<file path="src/rtl/sha256_byte_stream_hasher_macros.svh">
// Assertion macros for the SHA-256 hasher
`ifndef SHA256_BYTE_STREAM_HASHER_MACROS_SVH
`define SHA256_BYTE_STREAM_HASHER_MACROS_SVH
`ifndef ASSERT_OFF
`define SHA_ASSERT(label, clk, rst_n, prop, msg) \
	label: assert property (@(posedge clk) disable iff (!rst_n) prop) else $error(msg);
`define SHA_ASSERT_NEVER(label, clk, rst_n, expr, msg) \
	label: assert property (@(posedge clk) disable iff (!rst_n) !(expr)) else $error(msg);
`else
`define SHA_ASSERT(label, clk, rst_n, prop, msg)
`define SHA_ASSERT_NEVER(label, clk, rst_n, expr, msg)
`endif
`endif

</file>
<file path="src/rtl/sha_pkg.sv">
package sha_pkg;

	localparam int QUEUE_DEPTH = 4;

	typedef logic [31:0] word_t;

	// Command from the front end to the compression engine
	typedef struct packed {
		logic [511:0] block;
		logic         finish;
	} blk_cmd_t;

	typedef enum logic [2:0] {
		ENG_IDLE,
		ENG_ROUND,
		ENG_ADD,
		ENG_EMIT
	} eng_state_t;

	function automatic word_t round_k(input logic [5:0] idx);
		word_t k;
		unique case (idx)
			6'd0: k = 32'h428a2f98; 6'd1: k = 32'h71374491; 6'd2: k = 32'hb5c0fbcf;
			6'd3: k = 32'he9b5dba5; 6'd4: k = 32'h3956c25b; 6'd5: k = 32'h59f111f1;
			6'd6: k = 32'h923f82a4; 6'd7: k = 32'hab1c5ed5; 6'd8: k = 32'hd807aa98;
			6'd9: k = 32'h12835b01; 6'd10: k = 32'h243185be; 6'd11: k = 32'h550c7dc3;
			6'd12: k = 32'h72be5d74; 6'd13: k = 32'h80deb1fe; 6'd14: k = 32'h9bdc06a7;
			6'd15: k = 32'hc19bf174; 6'd16: k = 32'he49b69c1; 6'd17: k = 32'hefbe4786;
			6'd18: k = 32'h0fc19dc6; 6'd19: k = 32'h240ca1cc; 6'd20: k = 32'h2de92c6f;
			6'd21: k = 32'h4a7484aa; 6'd22: k = 32'h5cb0a9dc; 6'd23: k = 32'h76f988da;
			6'd24: k = 32'h983e5152; 6'd25: k = 32'ha831c66d; 6'd26: k = 32'hb00327c8;
			6'd27: k = 32'hbf597fc7; 6'd28: k = 32'hc6e00bf3; 6'd29: k = 32'hd5a79147;
			6'd30: k = 32'h06ca6351; 6'd31: k = 32'h14292967; 6'd32: k = 32'h27b70a85;
			6'd33: k = 32'h2e1b2138; 6'd34: k = 32'h4d2c6dfc; 6'd35: k = 32'h53380d13;
			6'd36: k = 32'h650a7354; 6'd37: k = 32'h766a0abb; 6'd38: k = 32'h81c2c92e;
			6'd39: k = 32'h92722c85; 6'd40: k = 32'ha2bfe8a1; 6'd41: k = 32'ha81a664b;
			6'd42: k = 32'hc24b8b70; 6'd43: k = 32'hc76c51a3; 6'd44: k = 32'hd192e819;
			6'd45: k = 32'hd6990624; 6'd46: k = 32'hf40e3585; 6'd47: k = 32'h106aa070;
			6'd48: k = 32'h19a4c116; 6'd49: k = 32'h1e376c08; 6'd50: k = 32'h2748774c;
			6'd51: k = 32'h34b0bcb5; 6'd52: k = 32'h391c0cb3; 6'd53: k = 32'h4ed8aa4a;
			6'd54: k = 32'h5b9cca4f; 6'd55: k = 32'h682e6ff3; 6'd56: k = 32'h748f82ee;
			6'd57: k = 32'h78a5636f; 6'd58: k = 32'h84c87814; 6'd59: k = 32'h8cc70208;
			6'd60: k = 32'h90befffa; 6'd61: k = 32'ha4506ceb; 6'd62: k = 32'hbef9a3f7;
			default: k = 32'hc67178f2;
		endcase
		return k;
	endfunction

	function automatic word_t init_h(input logic [2:0] idx);
		word_t h;
		unique case (idx)
			3'd0: h = 32'h6a09e667; 3'd1: h = 32'hbb67ae85;
			3'd2: h = 32'h3c6ef372; 3'd3: h = 32'ha54ff53a;
			3'd4: h = 32'h510e527f; 3'd5: h = 32'h9b05688c;
			3'd6: h = 32'h1f83d9ab;
			default: h = 32'h5be0cd19;
		endcase
		return h;
	endfunction

endpackage

</file>
<file path="src/rtl/sha_queue.sv">
// Short block queue between front end and engine
module sha_queue import sha_pkg::*; #(
	parameter int DEPTH = QUEUE_DEPTH
) (
	input  logic     clk,
	input  logic     arst_n,
	input  logic     wr,
	input  blk_cmd_t wdata,
	output logic     qfull,
	input  logic     rd,
	output blk_cmd_t rdata,
	output logic     qempty
);
	localparam int AW = $clog2(DEPTH);
	blk_cmd_t    mem_q [DEPTH];
	logic [AW:0] wp_q, rp_q;

	assign qempty = wp_q == rp_q;
	assign qfull  = (wp_q[AW] != rp_q[AW]) && (wp_q[AW-1:0] == rp_q[AW-1:0]);
	assign rdata  = mem_q[rp_q[AW-1:0]];

	always_ff @(posedge clk) begin
		if (wr) mem_q[wp_q[AW-1:0]] <= wdata;
	end

	// Advance pointers
	always_ff @(posedge clk or negedge arst_n) begin
		if (!arst_n) begin
			wp_q <= '0; rp_q <= '0;
		end else begin
			if (wr) wp_q <= wp_q + 1'b1;
			if (rd) rp_q <= rp_q + 1'b1;
		end
	end
endmodule

</file>
<file path="config.mk">
export PLATFORM = sky130hd
export DESIGN_NAME = sha_queue
export DESIGN_NICKNAME = d
export VERILOG_FILES = /design/src/rtl/sha256_byte_stream_hasher_macros.svh /design/src/rtl/sha_pkg.sv /design/src/rtl/sha_queue.sv
export SDC_FILE = /design/constraint.sdc
export NUM_CORES = 1
export LEC_CHECK = 0
export BUFFER_PORTS_ARGS = -buffer_cell sky130_fd_sc_hd__buf_2
export CORE_MARGIN = 10
export CORE_UTILIZATION = 51
export DETAILED_ROUTE_END_ITERATION = 12
export GPL_ROUTABILITY_DRIVEN = 0
export PLACE_DENSITY = 0.86
export SETUP_SLACK_MARGIN = 0.2
export SKIP_CTS_REPAIR_TIMING = 1
export SYNTH_ARGS = -nofsm -noshare
export SYNTH_HDL_FRONTEND = slang
export SYNTH_SLANG_ARGS = --single-unit
</file>
<file path="constraint.sdc">
create_clock -name clk -period 13.66 [get_ports clk]
set_clock_uncertainty 0.05 [all_clocks]
set_input_delay 0.683 -clock clk [delete_from_list [all_inputs] [get_ports clk]]
set_output_delay 0.683 -clock clk [all_outputs]
set_load 0.005 [all_outputs]
</file>
**After elaboration in Yosys (flattened, before gate mapping)**

Memory sizes are Yosys's and may differ from the RTL's.
Cells that the tools add are included.

- Output and inout port bits: 515
- Word-level logic and storage cells: 11
- Register bits: 6
- Memories kept: 1
- Input bits: 517
- RAM bits: 2,052

Memory list:

| name | depth | width | read ports | clocked after memory_dff | write ports | RTL line | RTL |
|---|---|---|---|---|---|---|---|
| mem_q | 4 | 513 | 1 | 0 | 1 | sha_queue.sv:15 | `blk_cmd_t mem_q [DEPTH];` |

- Add/sub/neg operators: 2
- Eq/ne operators: 3
- Multiplexer cells: 2
- Reductions and logical operators: 1

Operators with widths:

| kind | count |
|---|---|
| adder 3 x 1 -> 3 bit (second input constant) | 2 |
| equality test 3 bit | 1 |
| equality test 2 bit | 1 |
| two-way mux 1 bit | 2 |
| logical AND 1 bit | 1 |
| != test 1 bit | 1 |

**Longest topological paths before layout**

- Depth in word-level cells: 2
- Gate-level depth with buffers: 4
- Depth with buffers taken out: 4

**Worst setup path after synthesis**

No wires, ideal clock.

- Path type: register to register
- Start: register wp_q[0]
- End: memory mem_q[0][0] in the netlist's numbering (enable)
- Setup time: 0.942 ns
- Data required time: 12.668 ns
- Setup slack: 0.468 ns
- Arrival time: 12.200 ns
- Stages on the path, launching flop included: 4
- Period minus slack after synthesis: 13.192 ns
- Buffers on the path: 0
- Cells stage by stage: dfrtp_1 inv_1 ha_1 and2_1

RTL lines:

| element | RTL line | RTL |
|---|---|---|
| start, declared | sha_queue.sv:16 | `logic [AW:0] wp_q, rp_q;` |
| start signal, assigned | sha_queue.sv:31 | `if (wr) wp_q <= wp_q + 1'b1;` |
| end, declared | sha_queue.sv:15 |  |

Straight into the memory's write port.

==> metrics <==
Seq/Total Area, Yosys between 80% and 90%; pre-CTS WS around 8.9 ns; final worst path period need around 5.9 ns; run status finished, final reports clean; num ports slightly above 1000; final setup margin about 7.8 ns; Critical Path AT approximately 5 ns; non-filler instance count after layout ~6200; crit end category output port; I/O Buffers around 1000; placed standard-cell area slightly above 80000 µm²; via count between 30000 and 40000; FF-to-FF End mem_q[0][48]; FF-to-FF path depth 6; crit start category register; most frequent cells in the layout edfxtp_1 (2052), buf_2 (1031), mux4_2 (513), clkbuf_16 (191), dlygate4sd3_1 (139); final setup fails 0; post-synthesis mux area share ~16%; Static Leak roughly 30 nW; Critical R2R Launch wp_q[0]; Clock transition at path regs about 0.060 ns; crit-path most repeated cell buf_4; R2R setup slack approximately 9.1 ns; f_max 170.1 MHz; number of hold violations in the final report 0; count of warnings emitted by yosys 0; initial antenna violation count 115; Power Dens Cells 218.0 nW/µm²; Synth Area in Compound Gates 0.006749%; clk_lat worst skew around 0.82 ns; maximum VDD drop 0.2046 mV; clock sinks 2058; max-slew violation count 0; Worst-Margin Slew 1.055 ns; hold path cells 1; Synth Area in XOR/XNOR less than 1%; Layout Cell Area excl Fill roughly 89000 µm²; CTS buffer count 190; clock tree root driver cell clkbuf_16; worst hold endpoint mem_q[1][305]; Routed Antenna Nets 0; global-route wire length before repair about 290000 µm; Core ar. 144000 µm²; number of library cell types mapped by synthesis 18; Critical Path RT ~13 ns; most common cell after layout, fill and taps aside edfxtp_1; GRT overflow 0; Die ar. roughly 160000 µm²; Post-Syn Area 74160 µm²; Max Root-Sink Buffers 3; Final #Nets ~4500; GR Util met1 approximately 27%; Setup CP Type register to output port; wire per inst ~35 µm; share of layout cells above drive strength 1 around 44%; Slew HR 29.67%; Seq pwr share 45.0%; initial DRC count roughly 4500; Hold/Removal Path Class primary input to register; 1st-pass router iterations 5; M2 GR Usage 41.39%; switching share of power 30.76%; syn_area_per_cell about 27 µm²; Psw roughly 6 mW; H-tree Lvls 4; utilization after layout just over 60%; Hold Crit Start wdata[305]; Filler Cells Inserted about 9000; largest family of logic cells by synthesized area multiplexers; Largest stage delay, worst path about 1.1 ns; total negative slack 0 ns; internal power between 10 and 15 mW; CTS tree built; Final period util 43.04%; Syn Inst Count roughly 2700; Yosys reg bits 2058; Synth Area in Adders less than 1%; Final Power approximately 19 mW; Cells after DPL around 5600; Die Ht ~400 µm; crit path max fanout ~140; Post-Syn Nets 3231; Post-Route WL between 200000 and 250000 µm; DP HPWL about 120000 µm; Vias/cell between 6 and 7; Most Crowded Layer GR met2; clock power share between 20% and 30%; Simple-Gate Fraction of Synth Area less than 1%; initial core utilization about half; Max-Cap Viols 0; largest net degree at the start of global routing about 150; row cnt between 100 and 150; Die X ~400 µm; combinational power share between 20% and 30%; vias in the first global route roughly 38000; CP max stage cell dfrtp_4; CP Cell Sequence buf_4, buf_12, buf_4, mux4_2, buf_2; Area Overhead vs Synth 20.05%; met3 Resource Use GR under 10%; total track usage 24.76%; worst hold margin about 0.028 ns; DR DRC count 0; unrepaired setup endpoints after global routing no
[synth_stat cells (all sizes together)]
cell type / number / area, µm²
xor2: 5 / 43.79
mux4: 513 / 11550
and2: 4 / 25.02
dfrtp: 6 / 150.1
xnor2: 2 / 17.52
nor3b: 1 / 7.510
o21ai: 1 / 5.000
nor3: 1 / 5.000
mux2: 1 / 11.26
inv: 2 / 7.510
edfxtp: 2052 / 61620
clkbuf: 10 / 37.54
ha: 5 / 62.56
buf: 104 / 603.1
nand2: 2 / 7.510
[critical path, delay by kind of cell (launching register included)]
kind / cells / cell delay (ns)
DFF: 1 / 1.10
muxes: 1 / 0.48
buffers and inverters: 4 / 2.39
[flip-flops by register name, summed over array words and instances (netlist names)]
register  cells
mem_q      2052
rp_q          3
wp_q          3
[area by class of cell]
type | instances | area [µm²] | share of cell area (%)
sequential | 2058 | 61780 | 69.39
antenna | 106 | 265.3 | 0.2980
timing repair buffer | 1208 | 6974 | 7.834
tap | 1903 | 2381 | 2.675
multi-input combinational | 535 | 11750 | 13.20
inverter | 2 | 7.507 | 0.008433
clock buffer | 239 | 4960 | 5.571
clock inverter | 106 | 909.6 | 1.022
[power by group through the flow]
stage / Sequential [mW] / Combinational, mW / Clock (mW)
2_1_floorplan: 9.24 / 3.11 / 0
3_3_place_gp: 8.61 / 5.30 / 0
3_5_place_dp: 8.74 / 5.37 / 0
4_1_cts: 8.69 / 5.51 / 5.12
5_1_grt: 8.79 / 5.81 / 5.37
6_report: 8.72 / 5.57 / 5.11
[worst max path at each step]
stage	start	endpoint	slack, ns	cells after the start
floorplan	wp_q[0]	mem_q[0][0]	0.47	3
global placement	rp_q[1]	rdata[285]	8.82	5
detailed placement	rp_q[1]	rdata[285]	8.85	5
CTS	rp_q[1]	rdata[245]	7.91	5
global route	rp_q[0]	rdata[254]	7.68	5
finish	rp_q[1]	rdata[285]	7.78	5
[metal layers]
metal,wire length [µm],up-vias
met3,24050,743
met1,64510,19534
met5,406,-
met4,15140,60
li1,-,14581
met2,110600,2973
[kinds of logic after synthesis]
family	Yosys count
AND/OR/NAND/NOR	8
multiplexers	514
adder cells (fa/ha/maj)	5
flip-flops	2058
buffers and inverters	116
AO/OA/AOI/OAI	1
XOR/XNOR	7
Power figures use the tool's default switching activity.
