File: config.mk
export PLATFORM = sky130hd
export DESIGN_NAME = sha_engine
export DESIGN_NICKNAME = d
export VERILOG_FILES = /design/src/rtl/sha256_byte_stream_hasher_macros.svh /design/src/rtl/sha_pkg.sv /design/src/rtl/sha_engine.sv
export SDC_FILE = /design/constraint.sdc
export NUM_CORES = 2
export LEC_CHECK = 0
export ABC_AREA = 1
export ABC_CLOCK_PERIOD_IN_PS = 18700
export BUFFER_PORTS_ARGS = -buffer_cell sky130_fd_sc_hd__buf_2
export CORE_AREA = 2 2 415 417
export CTS_CLUSTER_SIZE = 25
export DETAILED_ROUTE_END_ITERATION = 10
export DIE_AREA = 0 0 417 419
export PLACE_DENSITY = 0.61
export SKIP_LAST_GASP = 1
export SYNTH_ARGS = -nofsm -noshare
export SYNTH_HDL_FRONTEND = slang
export SYNTH_SLANG_ARGS = --single-unit
File: constraint.sdc
create_clock -name clk -period 18.7 [get_ports clk]
set_input_delay 1.87 -clock clk [delete_from_list [all_inputs] [get_ports clk]]
set_output_delay 1.87 -clock clk [all_outputs]
set_load 0.02 [all_outputs]
File: src/rtl/sha256_byte_stream_hasher_macros.svh
// Assertion macros for the SHA-256 hasher
`ifndef SHA256_BYTE_STREAM_HASHER_MACROS_SVH
`define SHA256_BYTE_STREAM_HASHER_MACROS_SVH
`ifndef ASSERT_OFF
`define SHA_ASSERT(label, clk, rst_n, prop, msg) \
	label: assert property (@(posedge clk) disable iff (!rst_n) prop) else $error(msg);
`define SHA_ASSERT_NEVER(label, clk, rst_n, expr, msg) \
	label: assert property (@(posedge clk) disable iff (!rst_n) !(expr)) else $error(msg);
`else
`define SHA_ASSERT(label, clk, rst_n, prop, msg)
`define SHA_ASSERT_NEVER(label, clk, rst_n, expr, msg)
`endif
`endif

File: src/rtl/sha_pkg.sv
package sha_pkg;

	localparam int QUEUE_DEPTH = 4;

	typedef logic [31:0] word_t;

	// Command from the front end to the compression engine
	typedef struct packed {
		logic [511:0] block;
		logic         finish;
	} blk_cmd_t;

	typedef enum logic [2:0] {
		ENG_IDLE,
		ENG_ROUND,
		ENG_ADD,
		ENG_EMIT
	} eng_state_t;

	function automatic word_t round_k(input logic [5:0] idx);
		word_t k;
		unique case (idx)
			6'd0: k = 32'h428a2f98; 6'd1: k = 32'h71374491; 6'd2: k = 32'hb5c0fbcf;
			6'd3: k = 32'he9b5dba5; 6'd4: k = 32'h3956c25b; 6'd5: k = 32'h59f111f1;
			6'd6: k = 32'h923f82a4; 6'd7: k = 32'hab1c5ed5; 6'd8: k = 32'hd807aa98;
			6'd9: k = 32'h12835b01; 6'd10: k = 32'h243185be; 6'd11: k = 32'h550c7dc3;
			6'd12: k = 32'h72be5d74; 6'd13: k = 32'h80deb1fe; 6'd14: k = 32'h9bdc06a7;
			6'd15: k = 32'hc19bf174; 6'd16: k = 32'he49b69c1; 6'd17: k = 32'hefbe4786;
			6'd18: k = 32'h0fc19dc6; 6'd19: k = 32'h240ca1cc; 6'd20: k = 32'h2de92c6f;
			6'd21: k = 32'h4a7484aa; 6'd22: k = 32'h5cb0a9dc; 6'd23: k = 32'h76f988da;
			6'd24: k = 32'h983e5152; 6'd25: k = 32'ha831c66d; 6'd26: k = 32'hb00327c8;
			6'd27: k = 32'hbf597fc7; 6'd28: k = 32'hc6e00bf3; 6'd29: k = 32'hd5a79147;
			6'd30: k = 32'h06ca6351; 6'd31: k = 32'h14292967; 6'd32: k = 32'h27b70a85;
			6'd33: k = 32'h2e1b2138; 6'd34: k = 32'h4d2c6dfc; 6'd35: k = 32'h53380d13;
			6'd36: k = 32'h650a7354; 6'd37: k = 32'h766a0abb; 6'd38: k = 32'h81c2c92e;
			6'd39: k = 32'h92722c85; 6'd40: k = 32'ha2bfe8a1; 6'd41: k = 32'ha81a664b;
			6'd42: k = 32'hc24b8b70; 6'd43: k = 32'hc76c51a3; 6'd44: k = 32'hd192e819;
			6'd45: k = 32'hd6990624; 6'd46: k = 32'hf40e3585; 6'd47: k = 32'h106aa070;
			6'd48: k = 32'h19a4c116; 6'd49: k = 32'h1e376c08; 6'd50: k = 32'h2748774c;
			6'd51: k = 32'h34b0bcb5; 6'd52: k = 32'h391c0cb3; 6'd53: k = 32'h4ed8aa4a;
			6'd54: k = 32'h5b9cca4f; 6'd55: k = 32'h682e6ff3; 6'd56: k = 32'h748f82ee;
			6'd57: k = 32'h78a5636f; 6'd58: k = 32'h84c87814; 6'd59: k = 32'h8cc70208;
			6'd60: k = 32'h90befffa; 6'd61: k = 32'ha4506ceb; 6'd62: k = 32'hbef9a3f7;
			default: k = 32'hc67178f2;
		endcase
		return k;
	endfunction

	function automatic word_t init_h(input logic [2:0] idx);
		word_t h;
		unique case (idx)
			3'd0: h = 32'h6a09e667; 3'd1: h = 32'hbb67ae85;
			3'd2: h = 32'h3c6ef372; 3'd3: h = 32'ha54ff53a;
			3'd4: h = 32'h510e527f; 3'd5: h = 32'h9b05688c;
			3'd6: h = 32'h1f83d9ab;
			default: h = 32'h5be0cd19;
		endcase
		return h;
	endfunction

endpackage

File: src/rtl/sha_engine.sv
// Runs 64 compression rounds per block, one per cycle, and emits the digest
module sha_engine import sha_pkg::*; (
	input  logic        clk,
	input  logic        arst_n,
	input  logic        qempty,
	input  blk_cmd_t    qdata,
	output logic        qpop,
	output logic        empty,
	input  logic        pop,
	output logic [31:0] digest_word,
	output logic [2:0]  word_index,
	output logic        last_word
);
	eng_state_t st_q, st_d;
	word_t      h_q [8];
	word_t      v_q [8];
	word_t      w_q [16];
	logic [5:0] rnd_q;
	logic [2:0] idx_q;
	logic       fin_q;

	word_t s0, s1, wn, t1, t2, ch, mj, wt;

	// Message schedule and round function
	always_comb begin
		s0 = {w_q[1][6:0], w_q[1][31:7]} ^ {w_q[1][17:0], w_q[1][31:18]} ^ (w_q[1] >> 3);
		s1 = {w_q[14][16:0], w_q[14][31:17]} ^ {w_q[14][18:0], w_q[14][31:19]}
			^ (w_q[14] >> 10);
		wn = s1 + w_q[9] + s0 + w_q[0];
		wt = w_q[0];
		ch = (v_q[4] & v_q[5]) ^ (~v_q[4] & v_q[6]);
		mj = (v_q[0] & v_q[1]) ^ (v_q[0] & v_q[2]) ^ (v_q[1] & v_q[2]);
		t1 = v_q[7] + ({v_q[4][5:0], v_q[4][31:6]} ^ {v_q[4][10:0], v_q[4][31:11]}
			^ {v_q[4][24:0], v_q[4][31:25]}) + ch + round_k(rnd_q) + wt;
		t2 = ({v_q[0][1:0], v_q[0][31:2]} ^ {v_q[0][12:0], v_q[0][31:13]}
			^ {v_q[0][21:0], v_q[0][31:22]}) + mj;
	end

	// Next state
	always_comb begin
		st_d = st_q;
		unique case (st_q)
			ENG_IDLE:  if (!qempty) st_d = ENG_ROUND;
			ENG_ROUND: if (rnd_q == 6'd63) st_d = ENG_ADD;
			ENG_ADD:   st_d = fin_q ? ENG_EMIT : ENG_IDLE;
			ENG_EMIT:  if (pop && idx_q == 3'd7) st_d = ENG_IDLE;
			default:   st_d = ENG_IDLE;
		endcase
	end

	// Outputs
	always_comb begin
		qpop        = st_q == ENG_IDLE && !qempty;
		empty       = st_q != ENG_EMIT;
		digest_word = h_q[idx_q];
		word_index  = idx_q;
		last_word   = idx_q == 3'd7;
	end

	always_ff @(posedge clk or negedge arst_n) begin
		if (!arst_n) begin
			st_q <= ENG_IDLE; rnd_q <= '0; idx_q <= '0; fin_q <= 1'b0;
			for (int i = 0; i < 8; i++) h_q[i] <= init_h(3'(i));
		end else begin
			st_q <= st_d;
			unique case (st_q)
				ENG_IDLE: begin
					rnd_q <= '0; idx_q <= '0;
					if (!qempty) fin_q <= qdata.finish;
				end
				ENG_ROUND: rnd_q <= rnd_q + 6'd1;
				ENG_ADD: for (int i = 0; i < 8; i++) h_q[i] <= h_q[i] + v_q[i];
				ENG_EMIT: if (pop) begin
					idx_q <= idx_q + 3'd1;
					if (idx_q == 3'd7)
						for (int i = 0; i < 8; i++) h_q[i] <= init_h(3'(i));
				end
				default: ;
			endcase
		end
	end

	// Working variables and schedule window
	always_ff @(posedge clk) begin
		if (st_q == ENG_IDLE && !qempty) begin
			for (int i = 0; i < 8; i++) v_q[i] <= h_q[i];
			for (int i = 0; i < 16; i++) w_q[i] <= qdata.block[32 * (15 - i) +: 32];
		end else if (st_q == ENG_ROUND) begin
			for (int i = 0; i < 15; i++) w_q[i] <= w_q[i + 1];
			w_q[15] <= wn;
			v_q[7] <= v_q[6]; v_q[6] <= v_q[5]; v_q[5] <= v_q[4]; v_q[4] <= v_q[3] + t1;
			v_q[3] <= v_q[2]; v_q[2] <= v_q[1]; v_q[1] <= v_q[0]; v_q[0] <= t1 + t2;
		end
	end
endmodule

* Word level (Yosys, flattened, before mapping)
Memory sizes are Yosys's and may differ from the RTL's.
Cells that the tools add are included.
** Operators by class
- Add/subtract/negate cells :: 20
- Equality and inequality tests :: 11
- Multipliers :: 0
- Order comparisons :: 1
- Bitwise operators :: 43
- Shift operators :: 0
- Mux-type cells :: 43
- Div/mod/pow operators :: 0
- Reduce and logical (&&, ||, !) cells :: 11
** Operator list (count)
- $mux 32 :: 26
- $add 32x32->32 :: 18
- $mux 256 :: 2
- $pmux 256 s2 :: 1
- $xor 32x32->32 :: 9
- $and 32x32->32 :: 5
- $bmux 32 s3 :: 1
- $not 32->32 :: 1
- $xor 32x22->32 :: 1
- $xor 32x29->32 :: 1
- $or 1x1->1 :: 24
- $mux 3 :: 4
- $pmux 3 s4 :: 1
- $pmux 6 s2 :: 1
- $ne 2x2->1 const B :: 5
- $add 6x1->6 const B :: 1
- $eq 3x2->1 const B :: 2
- $eq 6x6->1 const B :: 1
- $pmux 3 s2 :: 1
- $reduce_and 3->1 :: 2
- $reduce_bool 2->1 :: 3
- $mux 1 :: 5
- $ge 4x4->1 const B :: 1
- $not 3->4 :: 1
- 10 further kinds :: 12
** Storage, ports and cells
- Memories :: 3
- Memory bits (read-only) :: 2048
- Bits in registers :: 269
- Latch bits :: 0
- Word-level logic and storage cells :: 144
- Output and inout bits :: 38
- Input port bits :: 517
- Bits in writable memories :: 768
** Memories
- (no name shown) :: words 64, bits a word 32, rd ports 1, clocked after memory_dff 0, write ports 0, RTL line sha_pkg.sv:22 : unique case (idx)
- w_q :: words 16, bits a word 32, rd ports 16, clocked after memory_dff 0, write ports 16, RTL line sha_engine.sv:17 : word_t w_q [16];
- v_q :: words 8, bits a word 32, rd ports 8, clocked after memory_dff 0, write ports 8, RTL line sha_engine.sv:16 : word_t v_q [8];

* Longest topological paths before layout
- Word-level depth :: 8
- Mapped depth :: 44
- Gate-level depth less buffers :: 44

* Least setup slack after synthesis
Ideal clock, no wire load.
- Kind :: input port to flip-flop
- Start :: input port qempty
- End :: memory v_q[0][0] (netlist bit), enable pin
- Buffers on the path :: 2
- Setup slack :: -1401 ps
- Cell stages on the path :: 5
- Library setup time :: 5363 ps
- Arrival time :: 14737 ps
- Data required time :: 13337 ps
- Cell sequence :: nor2_2 inv_1 clkbuf_1 buf_2 nand2_1
** RTL lines
- start, declared :: RTL line sha_engine.sv:5 : input logic qempty,
- end, declared :: RTL line sha_engine.sv:16

==> summary.txt <==
Synth
  • Synth Flop Type: edfxtp_1
  • EDFF count, synth: 768
  • Ranking of synthesized cells by area: edfxtp_1 (30%), nand2_1 (15%), ha_1 (6.4%), inv_1 (5.7%), o21ai_0 (5.6%)
  • Seq/Total Area, Yosys: 39.33%
  • Mapped cell area: 76130 um2
  • Cells after Synth: 9757
  • Synth Register Bits: 1036
  • Yosys top cell area share: 30.29%
  • Synth area leader: edfxtp_1
  • Netlist cell types: 72
  • Synth async-reset ratio: 25.87%
  • Most frequent cell after synthesis: nand2_1
  • Synth warn: 0
  • Top post-synthesis cells by count: nand2_1 (3025), inv_1 (1148), o21ai_0 (845)
  • Syn_nets: 10.86k
  • Average instance area after synthesis: 7.802 um2

Routing
  • DRT iter0 DRCs: 8321
  • Initial DRT Pass Iterations: 7
  • Vias: 71.98k
  • Post-route antenna net violation count: 0
  • WL per Instance: 28.08 um
  • Post-Route WL: 350500 um
  • Via-per-instance ratio: 5.766
  • # DRC: 0

Floorplan
  • Core Footprint: 170600 um2
  • Die Width: 417 um
  • Initial Utilization: 44.62%
  • Ports: 555
  • Row cnt: 152
  • Die height: 419 um
  • Die area: 174700 um2

GRT
  • Global route overflow: 0
  • First-pass GRT wire length: 492900 um
  • GRT Util Overall: 39.28%
  • Met3 Track Usage GR: 9.854%
  • GR met1 Demand/Resource: 46.35%
  • Met2 Usage GRT: 63.31%
  • Largest net degree at the start of global routing: 208
  • Gr busiest metal: met2
  • Vias in the first global route: 69.36k
  • Initial antenna violation count: 61

Timing
  • Fmax: 109.0 MHz
  • Slew Limit Fails: 0
  • Setup-failing EPs final: 0
  • Final hold violation count: 0
  • Min Clock Period, post-route: 9174 ps
  • Fin crit share: 49.06%
  • Worst Tran Pin Value: 1190 ps
  • Slew margin rel.: 20.69%
  • Clock Skew: 82.57 ps
  • RSZ-0062 raised after global routing: false
  • Fin Setup TNS: 0 ps
  • Hold_ws: 492.7 ps

Clock network
  • Clock-pin slew on the worst setup and hold paths: 70 ps
  • Clock net sink count: 1036
  • Post-CTS Setup Inserts: 0
  • Worst-Skew Late Latency: 840 ps
  • Clock tree buffer depth: 3
  • Post_cts resized: 0
  • H-tree depth: 3
  • CTS Buf Count: 120
  • CTS root buf: clkbuf_16
  • CTS tree: done
  • # hold bufs at CTS: 0

Finish
  • Register area: 29950 um2
  • Area delta synth->final: 11.71%
  • Final core occ: 49.85%
  • Fillers: 16.86k
  • Multi-input logic area: 40300 um2
  • Fin cells: 12.48k
  • Nets: 11.23k
  • Layout cells sized above 1: 10.18%

Critical path
  • Cell with the largest stage delay on the worst path: nor2_1
  • Crit path max-delay family: adder cells
  • Buf/Inv on CP: 9
  • Worst setup SP type: flop
  • Crit path top cell by count: inv_1
  • Slowest cell delay on critical path: 550 ps
  • WS Path Type: flop to flop
  • Critical Path RT: 19270 ps
  • Worst Path Arrival: 9740 ps
  • Crit end category: flop
  • R2R Setup Slk: 9530 ps
  • Crit path max fanout: 45

Placed design
  • Cell total after placement: 12.23k
  • Routability cong.: 1.079
  • DPL Wire Length: 277400 um
  • Port Buffers: 554

Hold path
  • Hold WC Path Type: flop to flop

Outcome
  • Status: complete, no violations

Job
  • Max cap viols: 0
-- sequential cells by signal (all words and copies together) (netlist names) --
register    cells
rnd_q           6
h_q           256
st_q            2
fin_q           1
w_q           512
word_index      3
v_q           256
-- per-stage QoR --
stage | setup slack, ps | area (um2)
2_1_floorplan | 6336 | 76130
4_1_cts | 9645 | 84980
3_5_place_dp | 9591 | 80750
5_1_grt | 9211 | 85010
6_report | 9526 | 85040
3_3_place_gp | 9406 | 80740
-- layout make-up --
class | instances | area share [%]
Antenna cell | 22 | 0.06474
Clock buffer | 152 | 3.743
Clock inverter | 78 | 1.236
Inverter | 1156 | 5.129
Multi-Input combinational cell | 7188 | 47.39
Sequential cell | 1036 | 35.21
Tap cell | 2233 | 3.285
Timing Repair Buffer | 619 | 3.934
-- per-layer routing --
| metal | share of wire [%] | routed length, um |
|---|---|---|
| met1 | 37 | 129400 |
| met3 | 9.2 | 32420 |
| met2 | 46 | 159700 |
| met4 | 8.2 | 28580 |
| met5 | 0.13 | 445 |
-- layout by cell type (no fill, tap or decap), types with 15 or more instances in the layout --
| master | instances |
|---|---|
| dfrtp_1 | 128 |
| dfstp_2 | 136 |
| o211ai_1 | 24 |
| a221oi_1 | 15 |
| o221ai_1 | 21 |
| clkinv_1 | 16 |
| inv_1 | 1145 |
| xor2_1 | 215 |
| o21bai_1 | 63 |
| or2_2 | 20 |
| o21ai_1 | 25 |
| nand2_1 | 3024 |
| edfxtp_1 | 768 |
| nor3_1 | 83 |
| bufinv_16 | 20 |
| xnor2_1 | 158 |
| clkbuf_1 | 26 |
| nand4_1 | 65 |
| buf_2 | 553 |
| a21oi_1 | 722 |
| nor4_1 | 19 |
| clkinv_2 | 26 |
| o21ai_0 | 845 |
| a21boi_0 | 15 |
| fa_1 | 195 |
| o21a_1 | 26 |
| o22ai_1 | 134 |
| nor2_1 | 566 |
| a31oi_1 | 63 |
| nand3_1 | 288 |
| a21o_1 | 46 |
| o21ai_2 | 16 |
| buf_4 | 59 |
| nand3b_1 | 15 |
| ha_1 | 392 |
| diode_2 | 22 |
| clkbuf_16 | 120 |
-- logic make-up (layout without fill, tap and decap cells) --
kind of cell    Yosys count  count (layout)  synth area share, %
compound gates         2101            2101                15.38
xor+xnor                373             373                4.291
fa+ha+maj               589             589                11.60
buf+inv                1533            2005                7.817
flops                  1036            1036                39.33
mux                       5               5              0.06575
other cells               0              22                    0
simple gates           4120            4120                21.52
-- worst reg2reg max path: cells and delay by family (launching register included) --
kind	cells	cell delay, ps
buffers and inverters	9	1880
AO/OA/AOI/OAI	7	1280
adder cells (fa/ha/maj)	6	2820
AND/OR/NAND/NOR	11	2320
flip-flops	1	340
XOR/XNOR	1	350
-- path summary, 6_finish.rpt --
kind,from,to,depth (start not counted)
setup / recovery,rnd_q[4]$_DFFE_PN0P_,v_q[0][27]$_DFFE_PP_,34
hold / removal,h_q[14]$_DFFE_PN1P_,h_q[14]$_DFFE_PN1P_,2
setup reg to reg,rnd_q[4]$_DFFE_PN0P_,v_q[0][27]$_DFFE_PP_,34
hold reg to reg,h_q[14]$_DFFE_PN1P_,h_q[14]$_DFFE_PN1P_,2
max in group asynchronous,arst_n,h_q[54]$_DFFE_PN0P_,3
min in group asynchronous,arst_n,h_q[252]$_DFFE_PN0P_,1
Power is left out: the tool's default activity adds up to more than one toggle a clock period on the data nets, which glitch-free logic cannot reach.
