[src/rtl/sha256_byte_stream_hasher_macros.svh]
// Assertion macros for the SHA-256 hasher
`ifndef SHA256_BYTE_STREAM_HASHER_MACROS_SVH
`define SHA256_BYTE_STREAM_HASHER_MACROS_SVH
`ifndef ASSERT_OFF
`define SHA_ASSERT(label, clk, rst_n, prop, msg) \
	label: assert property (@(posedge clk) disable iff (!rst_n) prop) else $error(msg);
`define SHA_ASSERT_NEVER(label, clk, rst_n, expr, msg) \
	label: assert property (@(posedge clk) disable iff (!rst_n) !(expr)) else $error(msg);
`else
`define SHA_ASSERT(label, clk, rst_n, prop, msg)
`define SHA_ASSERT_NEVER(label, clk, rst_n, expr, msg)
`endif
`endif

[src/rtl/sha_pkg.sv]
package sha_pkg;

	localparam int QUEUE_DEPTH = 4;

	typedef logic [31:0] word_t;

	// Command from the front end to the compression engine
	typedef struct packed {
		logic [511:0] block;
		logic         finish;
	} blk_cmd_t;

	typedef enum logic [2:0] {
		ENG_IDLE,
		ENG_ROUND,
		ENG_ADD,
		ENG_EMIT
	} eng_state_t;

	function automatic word_t round_k(input logic [5:0] idx);
		word_t k;
		unique case (idx)
			6'd0: k = 32'h428a2f98; 6'd1: k = 32'h71374491; 6'd2: k = 32'hb5c0fbcf;
			6'd3: k = 32'he9b5dba5; 6'd4: k = 32'h3956c25b; 6'd5: k = 32'h59f111f1;
			6'd6: k = 32'h923f82a4; 6'd7: k = 32'hab1c5ed5; 6'd8: k = 32'hd807aa98;
			6'd9: k = 32'h12835b01; 6'd10: k = 32'h243185be; 6'd11: k = 32'h550c7dc3;
			6'd12: k = 32'h72be5d74; 6'd13: k = 32'h80deb1fe; 6'd14: k = 32'h9bdc06a7;
			6'd15: k = 32'hc19bf174; 6'd16: k = 32'he49b69c1; 6'd17: k = 32'hefbe4786;
			6'd18: k = 32'h0fc19dc6; 6'd19: k = 32'h240ca1cc; 6'd20: k = 32'h2de92c6f;
			6'd21: k = 32'h4a7484aa; 6'd22: k = 32'h5cb0a9dc; 6'd23: k = 32'h76f988da;
			6'd24: k = 32'h983e5152; 6'd25: k = 32'ha831c66d; 6'd26: k = 32'hb00327c8;
			6'd27: k = 32'hbf597fc7; 6'd28: k = 32'hc6e00bf3; 6'd29: k = 32'hd5a79147;
			6'd30: k = 32'h06ca6351; 6'd31: k = 32'h14292967; 6'd32: k = 32'h27b70a85;
			6'd33: k = 32'h2e1b2138; 6'd34: k = 32'h4d2c6dfc; 6'd35: k = 32'h53380d13;
			6'd36: k = 32'h650a7354; 6'd37: k = 32'h766a0abb; 6'd38: k = 32'h81c2c92e;
			6'd39: k = 32'h92722c85; 6'd40: k = 32'ha2bfe8a1; 6'd41: k = 32'ha81a664b;
			6'd42: k = 32'hc24b8b70; 6'd43: k = 32'hc76c51a3; 6'd44: k = 32'hd192e819;
			6'd45: k = 32'hd6990624; 6'd46: k = 32'hf40e3585; 6'd47: k = 32'h106aa070;
			6'd48: k = 32'h19a4c116; 6'd49: k = 32'h1e376c08; 6'd50: k = 32'h2748774c;
			6'd51: k = 32'h34b0bcb5; 6'd52: k = 32'h391c0cb3; 6'd53: k = 32'h4ed8aa4a;
			6'd54: k = 32'h5b9cca4f; 6'd55: k = 32'h682e6ff3; 6'd56: k = 32'h748f82ee;
			6'd57: k = 32'h78a5636f; 6'd58: k = 32'h84c87814; 6'd59: k = 32'h8cc70208;
			6'd60: k = 32'h90befffa; 6'd61: k = 32'ha4506ceb; 6'd62: k = 32'hbef9a3f7;
			default: k = 32'hc67178f2;
		endcase
		return k;
	endfunction

	function automatic word_t init_h(input logic [2:0] idx);
		word_t h;
		unique case (idx)
			3'd0: h = 32'h6a09e667; 3'd1: h = 32'hbb67ae85;
			3'd2: h = 32'h3c6ef372; 3'd3: h = 32'ha54ff53a;
			3'd4: h = 32'h510e527f; 3'd5: h = 32'h9b05688c;
			3'd6: h = 32'h1f83d9ab;
			default: h = 32'h5be0cd19;
		endcase
		return h;
	endfunction

endpackage

[src/rtl/sha_front.sv]
// Gathers bytes into blocks, pads at message end, pushes blocks to the queue
module sha_front import sha_pkg::*; (
	input  logic         clk,
	input  logic         arst_n,
	input  logic         push,
	output logic         full,
	input  logic [7:0]   msg_byte,
	input  logic         byte_valid,
	input  logic         msg_end,
	output logic         cmd_push,
	output blk_cmd_t     cmd,
	input  logic         cmd_full
);
	// block shift register: the oldest byte ends up in the top bits
	logic [511:0] blk_q;
	logic [5:0]   fill_q;
	logic [63:0]  len_q;
	logic [63:0]  total_q;
	// padding sequence: pad_q = padding under way, first_q = 0x80 still to go,
	// len_blk_q = the current block carries the bit length
	logic         pad_q;
	logic         first_q;
	logic         len_blk_q;
	// completed block waiting for the queue; fin_blk_q = it closes the message
	logic         blk_rdy_q;
	logic         fin_blk_q;

	logic       accept;
	logic       pad_step;
	logic       shift_en;
	logic [7:0] pad_byte;
	logic [7:0] shift_byte;
	logic [6:0] nf;

	assign full     = pad_q | blk_rdy_q;
	assign accept   = push & ~full;
	assign pad_step = pad_q & ~blk_rdy_q;
	assign nf       = {1'b0, fill_q} + 7'(byte_valid);
	assign cmd_push = blk_rdy_q & ~cmd_full;
	assign cmd      = {blk_q, fin_blk_q};

	// Pick the next padding byte: marker, zeros, then the length big-endian
	always_comb begin
		if (first_q)
			pad_byte = 8'h80;
		else if (len_blk_q && fill_q >= 6'd56)
			pad_byte = total_q[{~fill_q[2:0], 3'b000} +: 8];
		else
			pad_byte = 8'h00;
		shift_en   = pad_step | (accept & byte_valid);
		shift_byte = pad_step ? pad_byte : msg_byte;
	end

	// Shift in a message or padding byte
	always_ff @(posedge clk) begin
		if (shift_en) blk_q <= {blk_q[503:0], shift_byte};
	end

	// Advance fill, length and padding sequence
	always_ff @(posedge clk or negedge arst_n) begin
		if (!arst_n) begin
			fill_q <= '0; len_q <= '0; total_q <= '0; pad_q <= 1'b0; first_q <= 1'b0;
			len_blk_q <= 1'b0; blk_rdy_q <= 1'b0; fin_blk_q <= 1'b0;
		end else if (cmd_push) begin
			blk_rdy_q <= 1'b0;
		end else if (pad_step) begin
			first_q <= 1'b0;
			if (fill_q == 6'd63) begin
				blk_rdy_q <= 1'b1;
				fin_blk_q <= len_blk_q;
				fill_q    <= '0;
				if (len_blk_q) pad_q <= 1'b0;
				else len_blk_q <= 1'b1;
			end else begin
				fill_q <= fill_q + 6'd1;
			end
		end else if (accept) begin
			if (nf == 7'd64) begin
				blk_rdy_q <= 1'b1;
				fin_blk_q <= 1'b0;
				fill_q    <= '0;
			end else begin
				fill_q <= nf[5:0];
			end
			if (msg_end) begin
				pad_q     <= 1'b1;
				first_q   <= 1'b1;
				len_blk_q <= (nf < 7'd56) | nf[6];
				total_q   <= len_q + {54'd0, nf, 3'd0};
				len_q     <= '0;
			end else if (nf == 7'd64) begin
				len_q <= len_q + 64'd512;
			end
		end
	end
endmodule

[config.mk]
export PLATFORM = sky130hd
export DESIGN_NAME = sha_front
export DESIGN_NICKNAME = d
export VERILOG_FILES = /design/src/rtl/sha256_byte_stream_hasher_macros.svh /design/src/rtl/sha_pkg.sv /design/src/rtl/sha_front.sv
export SDC_FILE = /design/constraint.sdc
export NUM_CORES = 1
export LEC_CHECK = 0
export ABC_CLOCK_PERIOD_IN_PS = 15140
export BUFFER_PORTS_ARGS = -buffer_cell sky130_fd_sc_hd__buf_2
export CORE_MARGIN = 10
export CORE_UTILIZATION = 52
export CTS_BUF_LIST = sky130_fd_sc_hd__clkbuf_4 sky130_fd_sc_hd__clkbuf_8 sky130_fd_sc_hd__clkbuf_16
export DETAILED_ROUTE_END_ITERATION = 6
export PLACE_DENSITY = 0.77
export SETUP_SLACK_MARGIN = 0.3
export SYNTH_ARGS = -nofsm -noshare
export SYNTH_HDL_FRONTEND = slang
export SYNTH_SLANG_ARGS = --single-unit
[constraint.sdc]
create_clock -name clk -period 15.14 [get_ports clk]
set_input_delay 0.757 -clock clk [delete_from_list [all_inputs] [get_ports clk]]
set_output_delay 0.757 -clock clk [all_outputs]
set_load 0.01 [all_outputs]
After elaboration in Yosys (flattened, before gate mapping):

Cells that the tools add are included.

* add/sub/neg operators: 4
* order comparisons: 2
* eq/ne operators: 5
* shift operators: 1
* multiplexer cells: 27
* bitwise logic cells: 13
* reduce and logical (&&, ||, !) cells: 15

Operator list (number)
* 2-to-1 mux 64 bit: 2
* adder 64 x 10 -> 64 bit: 1
* adder 64 x 10 -> 64 bit, second input constant: 1
* indexed part select 64 x 7 -> 8 bit: 1
* 2-to-1 mux 6 bit: 4
* 2-to-1 mux 8 bit: 3
* 2-to-1 mux 1 bit: 18
* AND reduction 4 bit: 4
* nonzero test 2 bit: 4
* adder 6 x 1 -> 7 bit: 1
* == test 7 bit, second input constant: 1
* less-than comparator 7 x 6 -> 1 bit, second input constant: 1
* adder 6 x 1 -> 6 bit, second input constant: 1
* == test 6 bit, second input constant: 1
* greater-or-equal comparator 6 bit, second input constant: 1
* AND reduction 3 bit: 2
* nonzero test 3 bit: 2
* inverter 1 bit: 5
* AND reduction 5 bit: 1
* bitwise AND 1 bit: 4
* inequality test 3 x 2 -> 1 bit, second input constant: 1
* inverter 3 bit: 1
* bitwise OR 1 bit: 3
* inequality test 2 x 1 -> 1 bit, second input constant: 1
* 3 further kinds: 3

* bits in registers: 651
* bits of input ports: 14
* output and inout bits: 515
* logic and storage cells: 76

Logic depth before layout (Yosys ltp):

Gate-level depths: netlist of run 1.

* depth after elaboration: 6
* mapped depth: 11

Least setup slack after synthesis of run 1:

Ideal clock, no wire load.

* kind: input -> register
* from: input push
* to: register blk_q[0], enable pin
* library setup time: 0.900 ns
* arrival: 12.298 ns
* data required time: 14.240 ns
* setup slack: 1.942 ns
* cell stages on the path: 4
* cells stage by stage: nor3b_1 > clkbuf_1 > nand2_1 > nand2_1

* longest elaborated chain between the ends: 3

RTL lines
* start, declared: RTL line sha_front.sv:5 `input logic push,`
* bitwise AND 1 bit: RTL line sha_front.sv:36 `assign accept = push & ~full;`
* bitwise AND 1 bit: RTL line sha_front.sv:50 `shift_en = pad_step | (accept & byte_valid);`
* bitwise OR 1 bit: RTL line sha_front.sv:50
* via shift_en: RTL line sha_front.sv:30 `logic shift_en;`
* end signal, assigned: RTL line sha_front.sv:56 `if (shift_en) blk_q <= {blk_q[503:0], shift_byte};`
* end, declared: RTL line sha_front.sv:15 `logic [511:0] blk_q;`

The timed path passes the listed nets, and every way through them passes these cells.
A chain may end at the register's enable or synchronous reset.

Worst setup path in the final report of run 1:

* from: register blk_rdy_q
* to: register blk_q[484], enable pin

* longest elaborated chain between the ends: 5
* elaborated cells on any way between the ends: 7

RTL lines
* start, declared: RTL line sha_front.sv:25 `logic blk_rdy_q;`
* start signal, assigned: RTL line sha_front.sv:63 `len_blk_q <= 1'b0; blk_rdy_q <= 1'b0; fin_blk_q <= 1'b0;`
* start signal, assigned: RTL line sha_front.sv:65 `blk_rdy_q <= 1'b0;`
* start signal, assigned: RTL line sha_front.sv:69 `blk_rdy_q <= 1'b1;`
* bitwise OR 1 bit: RTL line sha_front.sv:35 `assign full = pad_q | blk_rdy_q;`
* inverter 1 bit: RTL line sha_front.sv:36
* bitwise AND 1 bit: RTL line sha_front.sv:36
* bitwise AND 1 bit: RTL line sha_front.sv:50
* bitwise OR 1 bit (*): RTL line sha_front.sv:50
* via shift_en: RTL line sha_front.sv:30

Mark *: on every way through the listed nets, which the timed path passes. The rest lies on a longest branch.

==> results of run 1 <==
==> critical path, cell delays in order, from the launching register on <==
cell     delay [ns]
dfrtp_1        0.46
inv_1          0.16
nand2_1        0.38
nand2_4        0.82
buf_12         0.74
buf_4          0.90
buf_4          0.96
==> final cells by class <==
type,instances,area [um2]
multi-input combinational,761,4790
timing repair buffer,549,2820
fill,3172,16200
tap,600,751
clock inverter,30,329
clock buffer,85,1840
sequential,639,18600
inverter,12,45.0
==> through the flow <==
| stage | instances | hold WS, ns | total power [mW] | cell area [um2] |
|---|---|---|---|---|
| after global placement | 2561 | 0.426 | 4.12 | 27000 |
| after floorplan | 1496 | 0.433 | 3.77 | 23800 |
| after detailed placement | 2561 | 0.428 | 4.18 | 27000 |
| after CTS | 2676 | 0.214 | 5.83 | 29100 |
| after global routing | 2676 | 0.236 | 6.00 | 29100 |
| final | 2676 | 0.218 | 5.79 | 29100 |
==> layout by cell type, fill, tap and decap left out, types with 14 or more instances in the layout <==
master     synthesis  routed
a21oi_1           21      21
a31oi_1           19      19
and3_1            14      14
buf_2             26     527
buf_4              7      21
clkbuf_16          0      67
clkbuf_4           1      14
dfrtp_1          127     127
edfxtp_1         512     512
mux2i_1           17      17
nand2_1          160     159
nand3_1           44      44
nand4_1           67      67
nor2_1            59      58
nor3_1            25      25
nor4_1            27      26
o211ai_1          18      18
o21ai_0           97      97
o31ai_1           16      16
xnor2_1           21      21
xor2_1            25      25
==> logic make-up (layout without fill, tap and decap cells) <==
group / Yosys count / in the layout / share of synthesized area
flip-flops: 639 / 639 / 0.779
adder cells (fa/ha/maj): 6 / 6 / 0.00315
multiplexers: 35 / 35 / 0.0218
XOR/XNOR: 46 / 46 / 0.0169
buffers and inverters: 96 / 676 / 0.0213
AO/OA/AOI/OAI: 211 / 211 / 0.0548
AND/OR/NAND/NOR: 463 / 463 / 0.103
==> layer usage <==
layer | track usage | vias to the layer above | wire length (um) | share of wire
met5 | 0 | - | 0 | 0
met4 | 0.107 | 0 | 3200 | 0.041
met3 | 0.0800 | 183 | 7810 | 0.10
met2 | 0.467 | 978 | 39300 | 0.51
met1 | 0.325 | 8100 | 27300 | 0.35
li1 | - | 6857 | - | -
==> registers in the layout, summed over array words and instances, names as in the netlist <==
| signal | flops |
|---|---|
| blk_q | 512 |
| len_q | 55 |
| total_q | 61 |
| blk_rdy_q | 1 |
| fin_blk_q | 1 |
| fill_q | 6 |
| len_blk_q | 1 |
| pad_q | 1 |
| first_q | 1 |
==> worst paths after layout <==
| path | to | slack (ns) | cells past startpoint |
|---|---|---|---|
| max | blk_q[484] | 10.05 | 6 |
| min | total_q[63] | 0.22 | 1 |
| max reg2reg | blk_q[484] | 10.05 | 6 |
| min reg2reg | blk_q[304] | 0.43 | 0 |
| max in group asynchronous | len_q[43] | 13.42 | 2 |
| min in group clk | blk_q[304] | 0.43 | 0 |
==> power by group through the flow <==
stage / clock network (mW) / logic (mW) / registers (mW)
2_1_floorplan: 0 / 0.391 / 3.38
3_3_place_gp: 0 / 1.22 / 2.91
3_5_place_dp: 0 / 1.23 / 2.95
4_1_cts: 1.65 / 1.24 / 2.94
5_1_grt: 1.73 / 1.29 / 2.99
6_report: 1.63 / 1.22 / 2.94
==> results by group, run 1 <==
Placement
  • Port bufs: 528
  • Dpl ws: 9.69 ns
  • Post-DP HPWL: 56.6 mm
  • RePlAce Congestion: 0.961

Die
  • IO Pins: 529
  • Initial Util: 0.526
  • Chip Width: 234 um
  • Core Region: 45300 um2
  • Die area: 54700 um2
  • FP Rows: 78
  • Die Height: 234 um

Routing
  • Post-DRT Antenna Nets: 0
  • DR pass1 iterations: 6
  • Initial DRC count: 2128
  • Post-Route WL: 77.7 mm
  • Vias per Instance: 6.02
  • DR WL/cell: 29.0 um
  • Via count: 16100
  • Post-route DRC: 0

Clock network
  • TritonCTS clock tree: yes
  • CTS Buf Count: 66
  • Post CTS Setup Buffer Count: 0
  • Htree depth: 3
  • Clk slew on worst S/H paths: 0.06 ns
  • Post-cts resize count: 0
  • Clock Latency Late Sink: 0.61 ns
  • TritonCTS sink count: 639
  • Clock tree root buffer cell: clkbuf_16
  • Hold buffer count at CTS: 0
  • Bufs on Longest Clock Path: 3

Finish
  • Util after Layout: 0.643
  • Final nets: 2049
  • Share of cells above drive strength 1: 0.334
  • Layout overhead on the synthesized area: 22.3%
  • Ant. Diodes: 0

Setup path
  • Kind of end point of the critical path: register
  • Crit Path Class: register to register
  • Critical path data required time: 15.35 ns
  • Worst Path Arrival: 5.30 ns
  • RR Startpoint: blk_rdy_q
  • Crit Path Max Fanout: 192
  • Setup crit start: blk_rdy_q
  • Startpoint Class: register

STA
  • Crit share post-route: 0.336
  • Slew margin rel.: 0.125
  • Final worst setup slack: 10.05 ns
  • Worst slew pin tran: 1.30 ns
  • Final Slew Violations: 0
  • F_max: 0.196 GHz
  • Final hold violations: 0
  • RSZ-0062 raised after global routing: no
  • Setup violations, final: 0
  • Min cycle time layout: 5.09 ns
  • Clk_skew: 0.0248 ns
  • Final setup TNS: 0 ns

Logic synthesis
  • EDFF count, synth: 512
  • Flop and latch count out of synthesis: 639
  • Synth Area per Inst: 15.9 um2
  • Area leader, netlist: edfxtp_1
  • Dominant synthesized flop cell: edfxtp_1
  • Commonest cells in the netlist: edfxtp_1, nand2_1, dfrtp_1
  • Mapped Area: 23800 um2
  • Share of the synthesized area in the top cell type: 0.646
  • Area contributors post-synth: edfxtp_1, dfrtp_1, nand2_1
  • Register area share after synthesis: 0.779
  • Syn Inst Count: 1496
  • Ys Warns: 0
  • Post-synthesis cell type count: 71
  • Mapped Nets: 1516
  • Post-synth ARST share: 0.199
  • Most frequent cell after synthesis: edfxtp_1

GRT
  • Total global routing track utilization: 0.274
  • Initial antenna violation count: 0
  • GRT overflow: 0
  • First-pass GRT wire length: 110 mm
  • Largest net degree at the start of global routing: 193
  • Vias in the first global route: 15300

Status
  • Status: finished clean

Power and ir drop
  • Sw Pwr: 1.88 mW
  • Clock power frac: 0.281
  • Seq pwr share: 0.508
  • Total power divided by cell area: 199 nW/um2
  • P_leak: 10.6 nW
  • Sw Share: 0.325
  • Peak VDD IR: 0.165 mV
  • Gate power share: 0.210
  • Int Pwr: 3.91 mW

Worst hold path
  • Hold WC Path Type: input port to asynchronous set/reset pin

Flow run
  • Maxcap violations: 0
Note: power is estimated with default switching activity, not from simulation.
==> inputs of run 2 (changes only) <==
Settings changed: ABC_CLOCK_PERIOD_IN_PS 15140 to 5100.
Clock period 15.14 ns to 5.1 ns, I/O delays scaled along.
==> run 2 against run 1 <==
Effect of this change: global-route usage increased by 0.64 points; setup slack got worse by 8.8 ns; hold slack worse by 0.16 ns; sequential power increased to 3.0 times the previous value; die area stayed put; total power rose to 3.0 times the previous value; largest power group unchanged; maximum frequency up 31%; cell area up 1.1%; first-iteration DRC count up 2.2%; critical path depth increased by 2; sequential cell count did not move.
==> results by group, run 2 (synthesis gave the netlist of run 1 again) <==
STA
  • Final hold violations: 0 (unchanged)
  • Clk_skew: 0.0320 ns (+0.00726 ns)
  • Final setup TNS: 0 ns (unchanged)
  • Final worst setup slack: 1.20 ns (-8.84 ns)
  • F_max: 0.257 GHz (+31%)
  • Slew margin rel.: 0.145 (+0.0203)
  • Setup violations, final: 0 (unchanged)
  • Final Slew Violations: 0 (unchanged)
  • Crit share post-route: 0.764 (+0.427)
  • Worst slew pin tran: 1.27 ns (-0.0322 ns)
  • RSZ-0062 raised after global routing: no
  • Min cycle time layout: 3.90 ns (-1.20 ns)

Die
  • Die Height: 234 um (unchanged)
  • Die area: 54700 um2 (unchanged)
  • Core Region: 45300 um2 (unchanged)
  • Chip Width: 234 um (unchanged)
  • FP Rows: 78 (unchanged)
  • Initial Util: 0.526 (unchanged)
  • IO Pins: 529 (unchanged)

Finish
  • Most frequent cells in the layout: buf_2, edfxtp_1, nand2_1
  • Final Cell Area: 29400 um2 (+1.1%)
  • Ant. Diodes: 0 (unchanged)
  • Register Area: 18600 um2 (unchanged)
  • Commonest non-fill, non-tap cell in the layout: buf_2
  • Final nets: 2070 (+1.0%)
  • Largest registers: blk_q: 512 flops, total_q: 61 flops, len_q: 55 flops
  • Multi-input gate area: 4800 um2 (+0.18%)
  • Largest register by flop count: blk_q
  • Final non-filler cell total: 2703 (+1.0%)
  • Fillcell total: 3136 (-1.1%)
  • Layout overhead on the synthesized area: 23.6%
  • Max reg flops: 512 (unchanged)
  • Share of cells above drive strength 1: 0.338 (+0.00379)

Power and ir drop
  • Gate power share: 0.216 (+0.006)
  • P_leak: 10.8 nW (+1.4%)
  • Sw Pwr: 5.69 mW (+200%)
  • Total power draw: 17.5 mW (+200%)
  • Sw Share: 0.326 (+0.000726)
  • Total power divided by cell area: 593 nW/um2 (+200%)
  • Peak VDD IR: 0.512 mV (+210%)
  • Int Pwr: 11.8 mW (+200%)
  • Clock power frac: 0.287 (+0.006)
  • Seq pwr share: 0.497 (-0.011)

Setup path
  • Critical path data required time: 5.63 ns (-9.72 ns)
  • Crit Path Class: register to register
  • Slowest stage cell on the critical path: dfrtp_1
  • Cell mode on critical path: nand3_1
  • Startpoint Class: register
  • Slowest stage delay, CP: 0.84 ns (-0.12 ns)
  • Crit path cell chain: nand3_1, nor2_1, ha_1, nand3_1, nor4_1, nand4_1, or4_1, nand3_1
  • Kind of end point of the critical path: register
  • Crit Path Max Fanout: 20 (-90%)
  • Worst Path Arrival: 4.43 ns (-0.87 ns)

Status
  • Status: finished clean

Flow run
  • Maxcap violations: 0 (unchanged)

GRT
  • GRT overflow: 0 (unchanged)
  • Largest net degree at the start of global routing: 121 (-37%)
  • Total global routing track utilization: 0.281 (+0.00636)
  • Initial antenna violation count: 1 (+1)
  • Vias in the first global route: 15700 (+2.2%)
  • First-pass GRT wire length: 113 mm (+2.5%)

Placement
  • DP Area: 27100 um2 (+0.48%)
  • Post-DP HPWL: 57.4 mm (+1.4%)
  • RePlAce Congestion: 0.986 (+2.6%)
  • Dpl ws: 1.30 ns (-8.39 ns)
  • Port bufs: 528 (unchanged)
  • Cell count after placement: 2572 (+0.43%)

Clock network
  • Htree depth: 3 (unchanged)
  • TritonCTS clock tree: yes
  • Clock tree root buffer cell: clkbuf_16
  • Post CTS Setup Buffer Count: 0 (unchanged)
  • CTS Buf Count: 66 (unchanged)
  • Clk slew on worst S/H paths: 0.06 ns (about the same)
  • Clock Latency Late Sink: 0.61 ns (about the same)
  • TritonCTS sink count: 639 (unchanged)
  • Bufs on Longest Clock Path: 3 (unchanged)

Routing
  • DR pass1 iterations: 6 (unchanged)
  • Post-route DRC: 0 (unchanged)
  • Vias per Instance: 6.01 (-0.18%)
  • Initial DRC count: 2175 (+2.2%)
  • Post-DRT Antenna Nets: 0 (unchanged)
  • DR WL/cell: 29.2 um (+0.77%)
  • Post-Route WL: 79.0 mm (+1.8%)
  • Via count: 16300 (+0.83%)

Worst hold path
  • Hold WC Path Type: input port to register
[run 2: changes by cell type in the layout (fill, tap and decap cells not counted), sizes merged]
cell         change
inv              +2
clkinvlp         +2
dlygate4sd3     +10
buf             +11
clkbuf           -4
clkinv           +4
bufinv           +2
[run 2: final cells by class]
class,count,area share
repair buffers,570,0.103
well taps,600,0.0255
multi-input cells,761,0.163
inverters,12,0.00153
flip-flops and latches,639,0.631
clock buffers,81,0.0620
clock inverters,40,0.0143
[run 2: path summary, 6_finish.rpt]
path	to	depth (start not counted)	start	slack, ns
max	total_q[58]	8	fill_q[2]	1.20
min	blk_rdy_q	3	push	0.06
max reg2reg	total_q[58]	8	fill_q[2]	1.20
min reg2reg	blk_q[67]	0	blk_q[59]	0.43
max in group asynchronous	total_q[21]	3	arst_n	3.45
min in group asynchronous	len_q[54]	2	arst_n	0.37
[run 2: through the flow]
step                utilization  hold slack [ns]
floorplan                     -          -0.0406
global placement          0.598            0.424
detailed placement        0.598            0.427
CTS                       0.650           0.0281
global route              0.650           0.0845
finish                    0.650           0.0566
[run 2: worst max-delay path: cells and delay by family, from the launching register on]
family	cells	cell delay, ns
flip-flops	1	0.84
adder cells (fa/ha/maj)	1	0.27
AND/OR/NAND/NOR	7	2.73
[run 2: per-layer routing]
metal | up-vias | GRT usage | part of all wire
met5 | - | 0 | 0
met4 | 0 | 0.113 | 0.042
met3 | 193 | 0.0735 | 0.10
met2 | 1029 | 0.468 | 0.50
met1 | 8132 | 0.345 | 0.36
li1 | 6897 | - | -
[run 2: power by group through the flow]
stage	combinational [mW]	clock [mW]	sequential, mW
global placement	3.75	0	8.58
CTS	3.81	5.07	8.67
floorplan	1.17	0	9.10
global route	4.00	5.28	8.81
finish	3.77	5.00	8.68
detailed placement	3.81	0	8.69
[run 2: timing repair]
action                                  in CTS  in global routing
resized for setup                            0                  0
hold buffers                                10                  0
endpoints found under the hold margin       85                  0
endpoints found under the setup margin       0                  0
